**src/design/low_degree_polynomial_roots_unit_macros.svh**
```systemverilog
// ----------------------------------------------------------------------------
// low_degree_polynomial_roots_unit_macros
// assertion macros shared by the root solver modules
// ----------------------------------------------------------------------------
`ifndef LOW_DEGREE_POLYNOMIAL_ROOTS_UNIT_MACROS_SVH
`define LOW_DEGREE_POLYNOMIAL_ROOTS_UNIT_MACROS_SVH

// same-cycle implication
`define LPR_ASSERT_IMP(label, ck, rs, ante, cons) \
  label: assert property (@(posedge ck) disable iff (rs) (ante) |-> (cons)) \
    else $error("lpr assertion failed");

// next-cycle implication
`define LPR_ASSERT_NXT(label, ck, rs, ante, cons) \
  label: assert property (@(posedge ck) disable iff (rs) (ante) |=> (cons)) \
    else $error("lpr assertion failed");

`endif

```
**src/design/lpr_fifo.sv**
```systemverilog
// ----------------------------------------------------------------------------
// lpr_fifo
// two-entry queue between the classifier and the solver engine
// ----------------------------------------------------------------------------
module lpr_fifo #(
  parameter int W = 8
) (
  input  logic         clk,
  input  logic         rst,
  input  logic         push,
  input  logic [W-1:0] din,
  output logic         full,
  input  logic         pop,
  output logic [W-1:0] dout,
  output logic         valid
);
  `include "low_degree_polynomial_roots_unit_macros.svh"

  logic [W-1:0] mem [2];
  logic         wr_ptr;
  logic         rd_ptr;
  logic [1:0]   count;

  assign full  = (count == 2'd2);
  assign valid = (count != 2'd0);
  assign dout  = mem[rd_ptr];

  // entry storage
  always_ff @(posedge clk) begin
    if (push) begin
      mem[wr_ptr] <= din;
    end
  end

  // pointers and fill count
  always_ff @(posedge clk) begin
    if (rst) begin
      wr_ptr <= 1'b0;
      rd_ptr <= 1'b0;
      count  <= 2'd0;
    end else begin
      if (push) begin
        wr_ptr <= ~wr_ptr;
      end
      if (pop) begin
        rd_ptr <= ~rd_ptr;
      end
      count <= count + {1'b0, push} - {1'b0, pop};
    end
  end

  `LPR_ASSERT_IMP(a_fifo_bound, clk, rst, 1'b1, count != 2'd3)

endmodule

```
**config.mk**
```make
export PLATFORM = sky130hd
export DESIGN_NAME = lpr_fifo
export DESIGN_NICKNAME = d
export VERILOG_FILES = /design/src/design/lpr_fifo.sv
export VERILOG_INCLUDE_DIRS = /design/src /design/src/design
export SDC_FILE = /design/constraint.sdc
export NUM_CORES = 1
export LEC_CHECK = 0
export ABC_AREA = 0
export BUFFER_PORTS_ARGS = -buffer_cell sky130_fd_sc_hd__buf_2
export CAP_MARGIN = 20
export CORE_MARGIN = 2
export CORE_UTILIZATION = 52
export DETAILED_ROUTE_END_ITERATION = 8
export GPL_TIMING_DRIVEN = 0
export PLACE_DENSITY = 0.82
export SLEW_MARGIN = 15
export SYNTH_ARGS = -nofsm -noshare
export SYNTH_HDL_FRONTEND = slang
export SYNTH_SLANG_ARGS = --single-unit
```
**constraint.sdc**
```tcl
create_clock -name clk -period 2.18 [get_ports clk]
set_input_delay 0.436 -clock clk [delete_from_list [all_inputs] [get_ports clk]]
set_output_delay 0.436 -clock clk [all_outputs]
set_load 0.02 [all_outputs]
```
# Word level (Yosys, flattened, before mapping)
# Memory sizes are Yosys's and may differ from the RTL's. A register that Yosys moved wholly into a read port is not among the register bits.
# Index checks and enable logic that the tools add are counted.
[classes] add_sub_neg=2 eq_ne=1 mux=4 bitwise_logic=2 n_reduce_logical=1
[ops] operator="$mux W1" count=4
[ops] operator="$add A2 B1 Y2" count=1
[ops] operator="$eq A2 B2 Y1 const B" count=1
[ops] operator="$not A1 Y1" count=2
[ops] operator="$reduce_bool A2 Y1" count=1
[ops] operator="$sub A2 B1 Y2" count=1
[word_totals] regBits=4 ramBits=16 inputBits=12 output_inout_bits=10 word_cells=14 n_memories=1
[memory_table] name="mem" words=2 width=8 rd=1 rd_ports_with_merged_regs=1 wr=1 line="lpr_fifo.sv:19" text="logic [W-1:0] mem [2];"

# Logic depth before layout (Yosys ltp)
[logic_depth] depth_word=3 depth_mapped=6 mapped_depth_nobuf=6

# Worst setup path before layout
# OpenSTA, ideal clock, no wires.
[synth_path] path_kind="register -> output" from="register with a tool-made name" to="output port dout[0]" arrival_time_ns=0.878 required_time_ns=1.744 slack_ns=0.866 path_stages_with_launch=3 path_buffers=1 cell_sequence="dfxtp_1 > buf_2 > mux2_1"
[synth_lines] item="end, declared" line="lpr_fifo.sv:14" text="output logic [W-1:0] dout,"

==> results.json <==
{
  "r2r_setup_slack_ps": 890,
  "grt_overflow": 0,
  "initial_utilization_pct": 54.0,
  "hp-class": "in -> reg",
  "powerDensity_nw_per_um2": 860,
  "track_usage_pct": 14.4,
  "crit_slowest_cell": "mux2_1",
  "drc": 0,
  "timing.final.ws_setup_ps": 414,
  "ant_nets": 0,
  "antenna_found_initial": 0,
  "ctsResizeCount": 0,
  "path_clk_slew_ps": 110,
  "ioPinCount": 22,
  "num_antenna_cells": 0,
  "cp.required_ps": 1740,
  "yosys-top-cells-area": "edfxtp_1, dfxtp_1, mux2_1",
  "crit_top_cell": "buf_2",
  "post_drt_wl_per_cell_um": 14.1,
  "cts_sinks": 21,
  "die_h_um": 43.1,
  "status": "completed",
  "yosys_warnings": 0,
  "rr_endpoint": "mem[0][5]$_DFFE_PP_",
  "die_area_sq_um": 1860,
  "placed_area_sq_um": 920,
  "syn_inst": 46,
  "cp_cell_sequence": "buf_2, mux2_1, buf_2",
  "pre_cts_ws_ps": 600,
  "crit_type": "reg -> out",
  "reg2reg_from": "wr_ptr$_SDFFE_PP0P_",
  "cts_hold_buf": 0,
  "hp-start": "din[1]",
  "ir_drop_uv": 633,
  "syn2layout_area_growth_pct": 19.1,
  "clk_latency_ps": 290,
  "crit_buf_inv": 2,
  "cts_setup_buffers": 0,
  "ys.flop_type": "edfxtp_1",
  "syn_avg_cell_area_sq_um": 17.3,
  "hold_depth": 1,
  "cts_tree": "done",
  "synth_fp_nets": 60,
  "drt_iter0_drc": 11,
  "utilization_pct": 64.3,
  "clockRootBuffer": "clkbuf_4",
  "synth_commonest_cells": "edfxtp_1, mux2_1, dfxtp_1, nor2_1, nor2b_1",
  "tns_ps": 0,
  "drtPass1Iterations": 4,
  "synth_top_cell_by_area": "edfxtp_1",
  "slew_violations": 0,
  "ys_async_sr_fraction_pct": 0,
  "seq_area_frac_synth_pct": 73.1,
  "fillers": 120,
  "p_leak_nw": 0.388,
  "finalCritPeriodShare_pct": 81.0,
  "routed-via-count": 439,
  "synth_edf_count": 16,
  "cts_max_path_buffers": 2,
  "cp_max_fo": 8,
  "clock-skew-final_ps": 5.62,
  "cp_slowest_stage_delay_ps": 350,
  "portBuffers": 21,
  "synth.cell_area_sq_um": 795,
  "drive_above_1_share_pct": 35.2,
  "critical-path-top-delay-family": "buffers and inverters",
  "tightest_slew_ps": 733,
  "synth_most_common_cell": "edfxtp_1",
  "ys_ff_latch": 21,
  "stdcell_area_sq_um": 946,
  "dp_hpwl_um": 923,
  "wirelength_um": 1230,
  "grt_max_degree": 12,
  "h-tree-depth": 1,
  "grt_pass1_vias": 442,
  "synth_top_area_share_pct": 60.5,
  "fin_crit_ps": 1770,
  "relSlewSlack_pct": 51.0,
  "crit_end": "dout[0]",
  "vias_per_cell": 5.05,
  "seqCellArea_sq_um": 581,
  "num-nets-final": 86,
  "maxCapViolations": 0,
  "rsz0062_at_grt": "false",
  "grt_first_pass_wirelength_um": 1900,
  "tritoncts.num_buffers": 3,
  "die_x_um": 43.1,
  "crit_arrival_ps": 1330,
  "ff2ff_path_depth": 1,
  "end_kind": "output pin",
  "finalHoldViolCount": 0,
  "setup_viol": 0,
  "fmax_ghz": 0.566,
  "crit_path_start_kind": "flip-flop",
  "gp_congestion": 0.609,
  "path_depth": 3,
  "rows": 14,
  "core_area_sq_um": 1470,
  "synth.distinct_cells": 12,
  "multi_input_area_sq_um": 201
}
[per-layer routing]
| layer | track usage [%] | vias to the layer above | part of all wire (%) |
|---|---|---|---|
| met4 | 6.67 | 0 | 0.49 |
| met5 | 0 | - | 0 |
| met3 | 3.40 | 2 | 3.7 |
| li1 | - | 213 | - |
| met2 | 26.6 | 9 | 58 |
| met1 | 15.1 | 215 | 38 |
[cell type report]
| cell class | instances | area share, % |
|---|---|---|
| Timing Repair Buffer | 21 | 11.1 |
| Sequential cell | 21 | 61.4 |
| Multi-Input combinational cell | 22 | 21.3 |
| Inverter | 2 | 0.794 |
| Buffer | 1 | 0.529 |
| Tap cell | 16 | 2.12 |
| Clock buffer | 4 | 2.78 |
[state kept, by name, summed over array words and instances (netlist names), named ones only]
| signal | cells |
|---|---|
| wr_ptr | 1 |
| mem | 16 |
| rd_ptr | 1 |
| count | 2 |
[report_power, final]
part | internal, mW | total, mW | switching, mW
sequential | 0.465 | 0.478 | 0.0137
combinational | 0.0707 | 0.157 | 0.0861
clock | 0.0710 | 0.178 | 0.107
[worst min path at each step]
| stage | slack (ps) | endpoint |
|---|---|---|
| 2_1_floorplan | 480 | flip-flop |
| 3_3_place_gp | 490 | rd_ptr$_SDFFE_PP0P_ |
| 3_5_place_dp | 510 | flip-flop |
| 4_1_cts | 320 | mem[1][1]$_DFFE_PP_ |
| 5_1_grt | 310 | mem[1][1]$_DFFE_PP_ |
| 6_report | 320 | mem[1][1]$_DFFE_PP_ |
[metrics by stage]
step | hold WS (ps) | std cells | power [mW]
detailed placement | 505 | 83 | 0.647
floorplan | 480 | 46 | 0.590
global route | 307 | 87 | 0.850
global placement | 495 | 83 | 0.634
finish | 323 | 87 | 0.813
CTS | 317 | 87 | 0.823
[cells by family (layout without fill, tap and decap cells)]
group	Yosys count	in the layout	share of synthesized area, %
xor+xnor	3	3	5.04
fa+ha+maj	2	2	3.15
buf+inv	3	28	1.57
flops	21	21	73.1
mux	8	8	11.3
simple gates	9	9	5.83
[cell usage in the layout, fill, tap and decap left out, drive strengths merged]
cell type	n
edfxtp	16
xnor2	2
and2	1
nor2b	3
ha	2
nor2	4
xnor3	1
inv	2
buf	22
or2	1
clkbuf	4
dfxtp	5
mux2	8
Power figures use the tool's default switching activity.
