===== src/design/low_degree_polynomial_roots_unit_macros.svh =====
// ----------------------------------------------------------------------------
// low_degree_polynomial_roots_unit_macros
// assertion macros shared by the root solver modules
// ----------------------------------------------------------------------------
`ifndef LOW_DEGREE_POLYNOMIAL_ROOTS_UNIT_MACROS_SVH
`define LOW_DEGREE_POLYNOMIAL_ROOTS_UNIT_MACROS_SVH

// same-cycle implication
`define LPR_ASSERT_IMP(label, ck, rs, ante, cons) \
  label: assert property (@(posedge ck) disable iff (rs) (ante) |-> (cons)) \
    else $error("lpr assertion failed");

// next-cycle implication
`define LPR_ASSERT_NXT(label, ck, rs, ante, cons) \
  label: assert property (@(posedge ck) disable iff (rs) (ante) |=> (cons)) \
    else $error("lpr assertion failed");

`endif


===== src/design/lpr_pkg.sv =====
// ----------------------------------------------------------------------------
// lpr_pkg
// shared types and codes of the low degree polynomial root solver
// ----------------------------------------------------------------------------
package lpr_pkg;

  localparam int OUT_BITS = 32;
  localparam int IN_BITS  = 32;

  typedef enum logic [2:0] {
    ST_OK       = 3'd0,
    ST_NOROOT   = 3'd1,
    ST_ZEROLEAD = 3'd2,
    ST_UNSUP    = 3'd3,
    ST_SAT      = 3'd4
  } status_t;

  typedef enum logic [1:0] {
    K_FLAG,
    K_LIN,
    K_QUAD
  } kind_t;

  // classification passed from front to back
  typedef struct packed {
    kind_t   kind;
    status_t status;
  } class_t;

  localparam int CLASS_BITS = $bits(class_t);

  typedef enum logic [3:0] {
    S_IDLE,
    S_MUL1,
    S_MUL2,
    S_DISC,
    S_SQRT,
    S_ROOT,
    S_DIV,
    S_OUT0,
    S_OUT1
  } state_t;

  typedef enum logic [1:0] {
    M_ONE,
    M_REAL2,
    M_CPLX
  } mode_t;

endpackage


===== src/design/lpr_front.sv =====
// ----------------------------------------------------------------------------
// lpr_front
// decodes coefficients to sign and magnitude and classifies the polynomial
// ----------------------------------------------------------------------------
module lpr_front #(
  parameter int CW = 32
) (
  input  logic [1:0]                   degree,
  input  logic [lpr_pkg::IN_BITS-1:0]  coef_a0,
  input  logic [lpr_pkg::IN_BITS-1:0]  coef_a1,
  input  logic [lpr_pkg::IN_BITS-1:0]  coef_a2,
  output lpr_pkg::class_t              cls,
  output logic                         a0_neg,
  output logic [CW-1:0]                a0_mag,
  output logic                         a1_neg,
  output logic [CW-1:0]                a1_mag,
  output logic                         a2_neg,
  output logic [CW-1:0]                a2_mag
);
  import lpr_pkg::*;

  logic [CW-1:0] v0, v1, v2;

  // two's complement to sign and magnitude
  always_comb begin
    v0 = coef_a0[CW-1:0];
    v1 = coef_a1[CW-1:0];
    v2 = coef_a2[CW-1:0];
    a0_neg = v0[CW-1];
    a1_neg = v1[CW-1];
    a2_neg = v2[CW-1];
    a0_mag = a0_neg ? (~v0 + 1'b1) : v0;
    a1_mag = a1_neg ? (~v1 + 1'b1) : v1;
    a2_mag = a2_neg ? (~v2 + 1'b1) : v2;
  end

  // degree and zero checks
  always_comb begin
    cls.kind   = K_FLAG;
    cls.status = ST_OK;
    unique case (degree)
      2'd0: begin
        cls.kind   = K_FLAG;
        cls.status = (a0_mag != '0) ? ST_NOROOT : ST_OK;
      end
      2'd1: begin
        if (a1_mag == '0) begin
          cls.status = ST_ZEROLEAD;
        end else begin
          cls.kind = K_LIN;
        end
      end
      2'd2: begin
        if (a2_mag == '0) begin
          cls.status = ST_ZEROLEAD;
        end else begin
          cls.kind = K_QUAD;
        end
      end
      default: begin
        cls.status = ST_UNSUP;
      end
    endcase
  end

endmodule


===== config.mk =====
export PLATFORM = sky130hd
export DESIGN_NAME = lpr_front
export DESIGN_NICKNAME = d
export VERILOG_FILES = /design/src/design/low_degree_polynomial_roots_unit_macros.svh /design/src/design/lpr_pkg.sv /design/src/design/lpr_front.sv
export SDC_FILE = /design/constraint.sdc
export NUM_CORES = 1
export LEC_CHECK = 0
export ABC_AREA = 0
export BUFFER_PORTS_ARGS = -buffer_cell sky130_fd_sc_hd__clkbuf_2
export CORE_MARGIN = 4
export CORE_UTILIZATION = 44
export DETAILED_ROUTE_END_ITERATION = 10
export PLACE_DENSITY = 0.91
export SYNTH_ARGS = -nofsm -noshare
export SYNTH_HDL_FRONTEND = slang
export SYNTH_SLANG_ARGS = --single-unit

===== constraint.sdc =====
create_clock -name vclk -period 3.9
set_clock_uncertainty 0.05 [all_clocks]
set_input_delay 0.39 -clock vclk [all_inputs]
set_output_delay 0.39 -clock vclk [all_outputs]
set_load 0.005 [all_outputs]

Word level (Yosys, flattened, before mapping). Cells that the tools add are included.

Output and inout bits: 104. Bits in latches: 0. Bits in writable memories: 0. Bits of input ports: 98. Logic and storage cells: 22. Memories kept: 0. Memory bits (read-only): 0. Register bits: 0.

Multiplexer cells: 10. Reduce and logical (&&, ||, !) cells: 4. Add/sub/neg operators: 3. Shift-type cells: 0. Bitwise logic cells: 3. Order comparisons: 0. Eq/ne operators: 2. Div/mod/pow operators: 0. $mul: 0.

Operator list (count): adder 32 x 1 -> 32 bit, second input constant (3); two-way mux 32 bit (3); inverter 32 bit (3); zero test 32 bit (2); nonzero test 32 bit (1); case mux 3 bit (3 select lines) (1); two-way mux 2 bit (3); case mux 2 bit (2 select lines) (1); == test 2 x 1 -> 1 bit, second input constant (1); == test 2 bit, second input constant (1); zero test 2 bit (1); two-way mux 1 bit (2).

Longest topological paths before layout. Gate-level depths: netlist of run 1.

Depth after elaboration: 6. Depth in mapped cells: 11. Depth with buffers taken out: 10.

Worst setup path after synthesis of run 1. OpenSTA, ideal clock, no wires.

Path kind: input-to-output. Start point: input coef_a0[17] (netlist bit). End point: output cls[0] (netlist bit). Required time: 3.460 ns. Slack: 0.772 ns. Buffers on the path: 2. Arrival time: 2.688 ns. Cell stages on the path: 10. Cell sequence: buf_6 or4_4 or3_1 or3_1 clkbuf_2 o31ai_1 nand2_1 a2111oi_2 and3_1 a32oi_1.

RTL lines: start: declaration (line lpr_front.sv:9) `input logic [lpr_pkg::IN_BITS-1:0] coef_a0,`; end: declaration (line lpr_front.sv:12) `output lpr_pkg::class_t cls,`.

==> results of run 1 <==
==> final cells by class <==
cell class                      instances  area share (%)
Inverter                               16            1.53
Multi-Input combinational cell        384            68.9
Tap cell                               77            2.45
Timing Repair Buffer                  209            27.1
==> power by group through the flow <==
stage	registers (mW)	clock network, mW	logic (mW)
4_1_cts	0	0	0.457
3_3_place_gp	0	0	0.445
2_1_floorplan	0	0	0.234
6_report	0	0	0.460
5_1_grt	0	0	0.504
3_5_place_dp	0	0	0.455
==> logic make-up (layout without fill, tap and decap cells) <==
family	Yosys count	count (layout)	synth area share, %
AO/OA/AOI/OAI	113	113	27.7
XOR/XNOR	85	85	25.4
adder cells (fa/ha/maj)	7	7	2.98
buffers and inverters	51	225	8.10
multiplexers	3	3	1.02
other	1	1	0.128
AND/OR/NAND/NOR	175	175	34.8
==> worst max-delay path by stage <==
| stage | end | from | cells past startpoint | slack [ns] |
|---|---|---|---|---|
| floorplan | cls[0] | coef_a0[17] | 10 | 0.77 |
| global placement | cls[4] | coef_a2[16] | 10 | 0.38 |
| detailed placement | cls[1] | coef_a1[1] | 10 | 0.26 |
| CTS | cls[1] | coef_a1[1] | 10 | 0.26 |
| global route | cls[1] | coef_a1[1] | 10 | 0.09 |
| finish | cls[1] | coef_a1[1] | 10 | 0.27 |
==> timing repair <==
| item | in CTS | in global routing |
|---|---|---|
| endpoints found under the setup margin | 0 | 1 |
| hold buffers | 0 | 0 |
| resized for setup | 0 | 1 |
==> worst max-delay path, cell delays in order <==
cell,delay (ns)
clkbuf_2,0.12
or4_1,0.65
or3_1,0.60
o41ai_2,0.37
xnor2_1,0.16
nor4_1,0.33
and3b_1,0.25
a31oi_1,0.10
o21ai_1,0.08
clkbuf_2,0.15
==> cells in the final DEF, fill, tap and decap left out, drive strengths merged, types with 3 or more instances in the layout <==
cell type  instances
nor4              19
nor3              21
nand4             10
buf                8
a21oi              9
nand2b             8
nand3b             3
xnor2             84
clkbuf           201
nand3              8
inv               16
or3               13
nor2              14
ha                 7
mux2i              3
or4               13
or2                9
o21a               3
a32oi              3
nand2             40
o41ai             17
o31ai             26
nor4b              4
o21ai             40
==> metrics by stage <==
step	worst slack [ns]	cells
floorplan	0.772	435
global placement	0.376	686
detailed placement	0.264	686
CTS	0.262	686
global route	0.0912	686
finish	0.267	686
==> metal layers <==
metal	global-route usage (%)	wire (um)	share of wire (%)	up-vias
met5	0	0	0	-
met4	5.14	295	2.6	0
met3	2.19	1140	10	38
met2	45.9	5420	48	270
met1	31.3	4390	39	1904
li1	-	-	-	1990
==> reports/metrics.yaml, run 1 <==
outcome:
  status: "complete, no violations"
floorplan:
  design.core.area_mm2: 0.00642
  pin_count: 202
  start_util_pct: 45.7
  die_h_um: 89.7
  row_count: 29
  die_area_mm2: 0.00805
  die_w_um: 89.7
cells_and_area:
  postLayoutCoreUtil_pct: 61.2
  clock_buffers: 0
  fin_nets: 716
  drive_above_1_share_pct: 38.9
  syn_to_final_growth_pct: 33.8
  seq_area_um2: 0
  seq_cells: 0
  multiInputGateArea_mm2: 0.00271
  fillers: 605
  finalInstanceArea_mm2: 0.00393
  num_antenna_cells: 0
logic_synthesis:
  yosysMostFrequentCell: "xnor2_1"
  synth_common_cells: "xnor2_1, nand2_1, o21ai_0"
  avgSynthCellArea_um2: 6.75
  seq_area_frac_synth_pct: 0
  netlist.area_leader.share_pct: 25.1
  synthesis.area_mm2: 0.00294
  syn-num-nets: 540
  synth_cells: 435
  yosysTopAreaCell: "xnor2_1"
  synth_cell_types: 61
  yosys_warnings: 0
  yosys-top-cells-area: "xnor2_1, o21ai_0, o31ai_1"
detailed_routing:
  ant_nets: 0
  route.detailed.drc: 0
  firstDrtPassIters: 5
  vias: 4202
  wl_per_cell_um: 16.4
  first_iter_violations: 259
  viasPerCell: 6.13
  wl_um: 11200
setup_path:
  startpoint_type: "input port"
  path_class: "in2out"
  arrival_ns: 3.19
  cp_data_required_time_ns: 3.46
  worstPathMaxFanout: 11
  critPathCaptureType: "primary output"
sta:
  relSlewSlack_pct: 55.3
  tns_ns: 0
  max_freq_mhz: 275
  period_share_pct: 93.2
  tightest_slew_ns: 0.664
  rsz0062_at_grt: "false"
  hold_violations: 0
  setup-violations-final: 0
  slew_violations: 0
  worst_hold_slack_ns: 0.960
  timing.final.crit_period_ns: 3.63
global_route:
  antenna_found_initial: 0
  grt_max_degree: 38
  grt_pass1_wl_um: 16600
  grt_pass1_vias: 3654
  grt_usage_pct: 24.9
  gr-total-overflow: 0
power_and_ir_drop:
  leakagePower_nw: 1.65
  p_seq_share_pct: 0
  p_total_mw: 0.460
  clkPwrFrac_pct: 0
  internal_power_mw: 0.207
  p_per_area_mw_per_mm2: 117
  peakVddDrop_v: 0.0000814
  p_switching_mw: 0.252
  swShare_pct: 54.9
  comb_power_share_pct: 100.0
min_path:
  whs_endpoint: "a0_neg"
  hp-start: "coef_a0[31]"
  min-delay-path-class: "in2out"
  min_path_cells: 2
place:
  io_buffers: 201
  placed_area_mm2: 0.00392
  dp_hpwl_um: 9630
  gp_congestion: 0.952
cts:
  post_cts_buffers: 0
job:
  drv_cap: 0
(Power assumes the default switching activity.)
==> run 2, diff against run 1 <==
- CELL_PAD_IN_SITES_DETAIL_PLACEMENT: default -> 0
- CELL_PAD_IN_SITES_GLOBAL_PLACEMENT: default -> 1
- CORE_UTILIZATION: 44 -> 29
- PLACE_DENSITY: 0.91 -> 0.93
==> reports/metrics.yaml, run 2 (synthesis results as in run 1) <==
sta:
  tns_ns: 0
  hold_violations: 0
  tightest_slew_ns: 0.608
  setup-violations-final: 0
  max_freq_mhz: 280
  rsz0062_at_grt: "false"
  slew_violations: 0
  timing.final.crit_period_ns: 3.58
  relSlewSlack_pct: 59.1
  worst_hold_slack_ns: 0.961
  period_share_pct: 91.7
cells_and_area:
  seq_area_um2: 0
  fin_cells: 742
  clock_buffers: 0
  finalInstanceArea_mm2: 0.00399
  fillers: 1090
  fin_nets: 716
  most-common-layout-cells: "clkbuf_2, xnor2_1, nand2_1"
  final_common_cell: "clkbuf_2"
  seq_cells: 0
  drive_above_1_share_pct: 38.8
  syn_to_final_growth_pct: 35.9
  num_antenna_cells: 0
detailed_routing:
  route.detailed.drc: 0
  vias: 4004
  firstDrtPassIters: 5
  ant_nets: 0
  first_iter_violations: 255
  viasPerCell: 5.40
  wl_per_cell_um: 15.2
  wl_um: 11300
setup_path:
  path_class: "in2out"
  cp_slowest_cell: "or4_1"
  arrival_ns: 3.14
  slowest_delay_ns: 0.63
  path_cells: "clkbuf_2 > or4_1 > or3_1 > o41ai_1 > xnor2_1 > nor4_1 > and3b_1 > a31oi_1 > o21ai_1 > clkbuf_2"
  cp_data_required_time_ns: 3.46
  critPathCaptureType: "primary output"
  crit_top_cell: "clkbuf_2"
  worstPathMaxFanout: 11
  startpoint_type: "input port"
global_route:
  grt_pass1_vias: 3680
  gr-total-overflow: 0
  grt_pass1_wl_um: 17700
  grt_usage_pct: 17.6
  grt_max_degree: 38
  antenna_found_initial: 0
power_and_ir_drop:
  peakVddDrop_v: 0.0000503
  leakagePower_nw: 1.65
  p_per_area_mw_per_mm2: 114
floorplan:
  row_count: 36
  design.core.area_mm2: 0.00982
  die_w_um: 109
  start_util_pct: 29.9
  pin_count: 202
  die_h_um: 109
  die_area_mm2: 0.0118
min_path:
  min-delay-path-class: "in2out"
place:
  place_inst: 742
  dp_hpwl_um: 9950
  placed_area_mm2: 0.00399
  io_buffers: 201
  gp_congestion: 0.952
outcome:
  status: "complete, no violations"
cts:
  post_cts_buffers: 0
  ctsHoldBuffers: 0
  cts-resized-gates: 0
job:
  drv_cap: 0
-- run 2: critical path: cells and delay by family --
| family | cells | cell delay [ns] |
|---|---|---|
| xor gates and xnor gates | 1 | 0.16 |
| buffers and inverters | 2 | 0.26 |
| AOI/OAI and AO/OA | 3 | 0.63 |
| and+or+nand+nor | 4 | 1.70 |
-- run 2: report_power, final --
group / switching [mW] / internal (mW) / total, mW / leakage, nW
logic: 0.248 / 0.207 / 0.455 / 1.65
clock network: 0 / 0 / 0 / 0
registers: 0 / 0 / 0 / 0
total: 0.248 / 0.207 / 0.455 / 1.65
-- run 2: worst paths after layout --
kind | start | cells after the start | to | slack (ns)
max | coef_a1[1] | 10 | cls[1] | 0.32
min | coef_a0[31] | 2 | a0_neg | 0.96
-- run 2: stage by stage --
stage | setup WS [ns] | total power, mW | util, %
after global placement | 0.389 | 0.451 | 40.6
after detailed placement | 0.348 | 0.456 | 40.6
final | 0.325 | 0.455 | 40.6
after floorplan | 0.772 | 0.234 | -
after global routing | 0.171 | 0.504 | 40.6
after CTS | 0.336 | 0.458 | 40.6
-- run 2: layout make-up --
| class | count | area, um2 | share of cell area (%) |
|---|---|---|---|
| repair buffers | 209 | 1070 | 26.7 |
| inverters | 16 | 60.1 | 1.50 |
| well taps | 133 | 166 | 4.17 |
| multi-input cells | 384 | 2700 | 67.6 |
-- run 2: layer usage --
metal,global-route usage (%),routed length [um],up-vias,part of all wire (%)
met5,0,0,-,0
met4,2.16,159,0,1.4
met3,1.42,790,16,7.0
met2,32.4,5540,160,49
met1,23.0,4820,1847,43
li1,-,-,1981,-
==> run 3, diff against run 2 <==
- ABC_AREA: 0 -> default
- CELL_PAD_IN_SITES_DETAIL_PLACEMENT: 0 -> 1
==> reports/metrics.yaml, run 3 (synthesis results as in run 1) <==
outcome:
  status: "complete, no violations"
global_route:
  antenna_found_initial: 0
  grt_pass1_vias: 4191
  grt_pass1_wl_um: 21000
  gr-total-overflow: 0
  grt_usage_pct: 21.2
  grt_max_degree: 38
place:
  dp_hpwl_um: 11600
  place_inst: 742
  gp_congestion: 0.952
  io_buffers: 201
sta:
  hold_violations: 0
  tns_ns: 0
  max_freq_mhz: 280
  rsz0062_at_grt: "false"
  timing.final.crit_period_ns: 3.58
  setup-violations-final: 0
  period_share_pct: 91.7
  relSlewSlack_pct: 56.2
  slew_violations: 0
  tightest_slew_ns: 0.651
cells_and_area:
  clock_buffers: 0
  fin_cells: 742
  drive_above_1_share_pct: 38.8
  fillers: 1354
  fin_nets: 716
  seq_cells: 0
  seq_area_um2: 0
  final_common_cell: "clkbuf_2"
  num_antenna_cells: 0
  syn_to_final_growth_pct: 35.9
  most-common-layout-cells: "clkbuf_2, xnor2_1, nand2_1"
floorplan:
  pin_count: 202
  row_count: 36
  die_area_mm2: 0.0118
  die_w_um: 109
  design.core.area_mm2: 0.00982
  die_h_um: 109
  start_util_pct: 29.9
setup_path:
  arrival_ns: 3.14
  cp_data_required_time_ns: 3.46
  critPathCaptureType: "primary output"
  startpoint_type: "input port"
  path_cells: "clkbuf_2 > or4_4 > or4_4 > or3_4 > o31ai_1 > xnor2_1 > nor3_2 > nand4_1 > and3_1 > clkbuf_2"
  worstPathMaxFanout: 5
  path_class: "in2out"
  slowest_delay_ns: 0.56
  cp_slowest_cell: "or4_4"
detailed_routing:
  wl_um: 13200
  viasPerCell: 5.60
  route.detailed.drc: 0
  vias: 4157
  first_iter_violations: 179
  firstDrtPassIters: 4
  ant_nets: 0
  wl_per_cell_um: 17.8
cts:
  ctsHoldBuffers: 0
  cts-resized-gates: 0
  post_cts_buffers: 0
power_and_ir_drop:
  leakagePower_nw: 1.65
  p_switching_mw: 0.261
  p_seq_share_pct: 0
  swShare_pct: 55.8
  peakVddDrop_v: 0.0000413
  comb_power_share_pct: 100.0
  p_per_area_mw_per_mm2: 117
  internal_power_mw: 0.207
  clkPwrFrac_pct: 0
min_path:
  min-delay-path-class: "in2out"
job:
  drv_cap: 0
## run 3: cell counts in the layout (fill, tap and decap cells not counted)
No cell type changed its count.
## run 3: cell type report
| class | instances | area (um2) | area share (%) |
|---|---|---|---|
| Inverter | 16 | 60.1 | 1.50 |
| Timing Repair Buffer | 209 | 1070 | 26.7 |
| Multi-Input combinational cell | 384 | 2700 | 67.6 |
| Tap cell | 133 | 166 | 4.17 |
## run 3: per-stage QoR
stage               instance area (um2)  total power [mW]  utilization (%)  worst slack [ns]  hold slack, ns
global route                       3990             0.516             40.6            0.0875           0.979
CTS                                3990             0.471             40.6             0.300           0.965
global placement                   3990             0.451             40.6             0.389           0.957
detailed placement                 3990             0.468             40.6             0.302           0.965
floorplan                          2940             0.234                -             0.772           0.771
finish                             3990             0.468             40.6             0.324           0.958
## run 3: path summary, 6_finish.rpt
path / start / endpoint / slack [ns] / cells past startpoint
worst min-delay path: coef_a0[0] / a0_mag[0] / 0.96 / 2
worst max-delay path: coef_a2[16] / cls[4] / 0.32 / 10
## run 3: power by group through the flow
stage	clock network, mW	registers (mW)	logic, mW
after floorplan	0	0	0.234
after global placement	0	0	0.451
after detailed placement	0	0	0.468
after CTS	0	0	0.471
after global routing	0	0	0.516
final	0	0	0.468
## run 3: critical path: cells and delay by family
family                 cells  cell delay (ns)
buffers and inverters      2             0.25
AND/OR/NAND/NOR            6             2.03
AO/OA/AOI/OAI              1             0.32
XOR/XNOR                   1             0.15
## run 3: metal layers
metal	part of all wire [%]	track usage [%]	wire length (um)	vias up
li1	-	-	-	1976
met1	40	25.7	5250	1967
met2	51	39.4	6680	183
met3	6.8	2.19	896	31
met4	2.9	5.68	388	0
met5	0	0	0	-
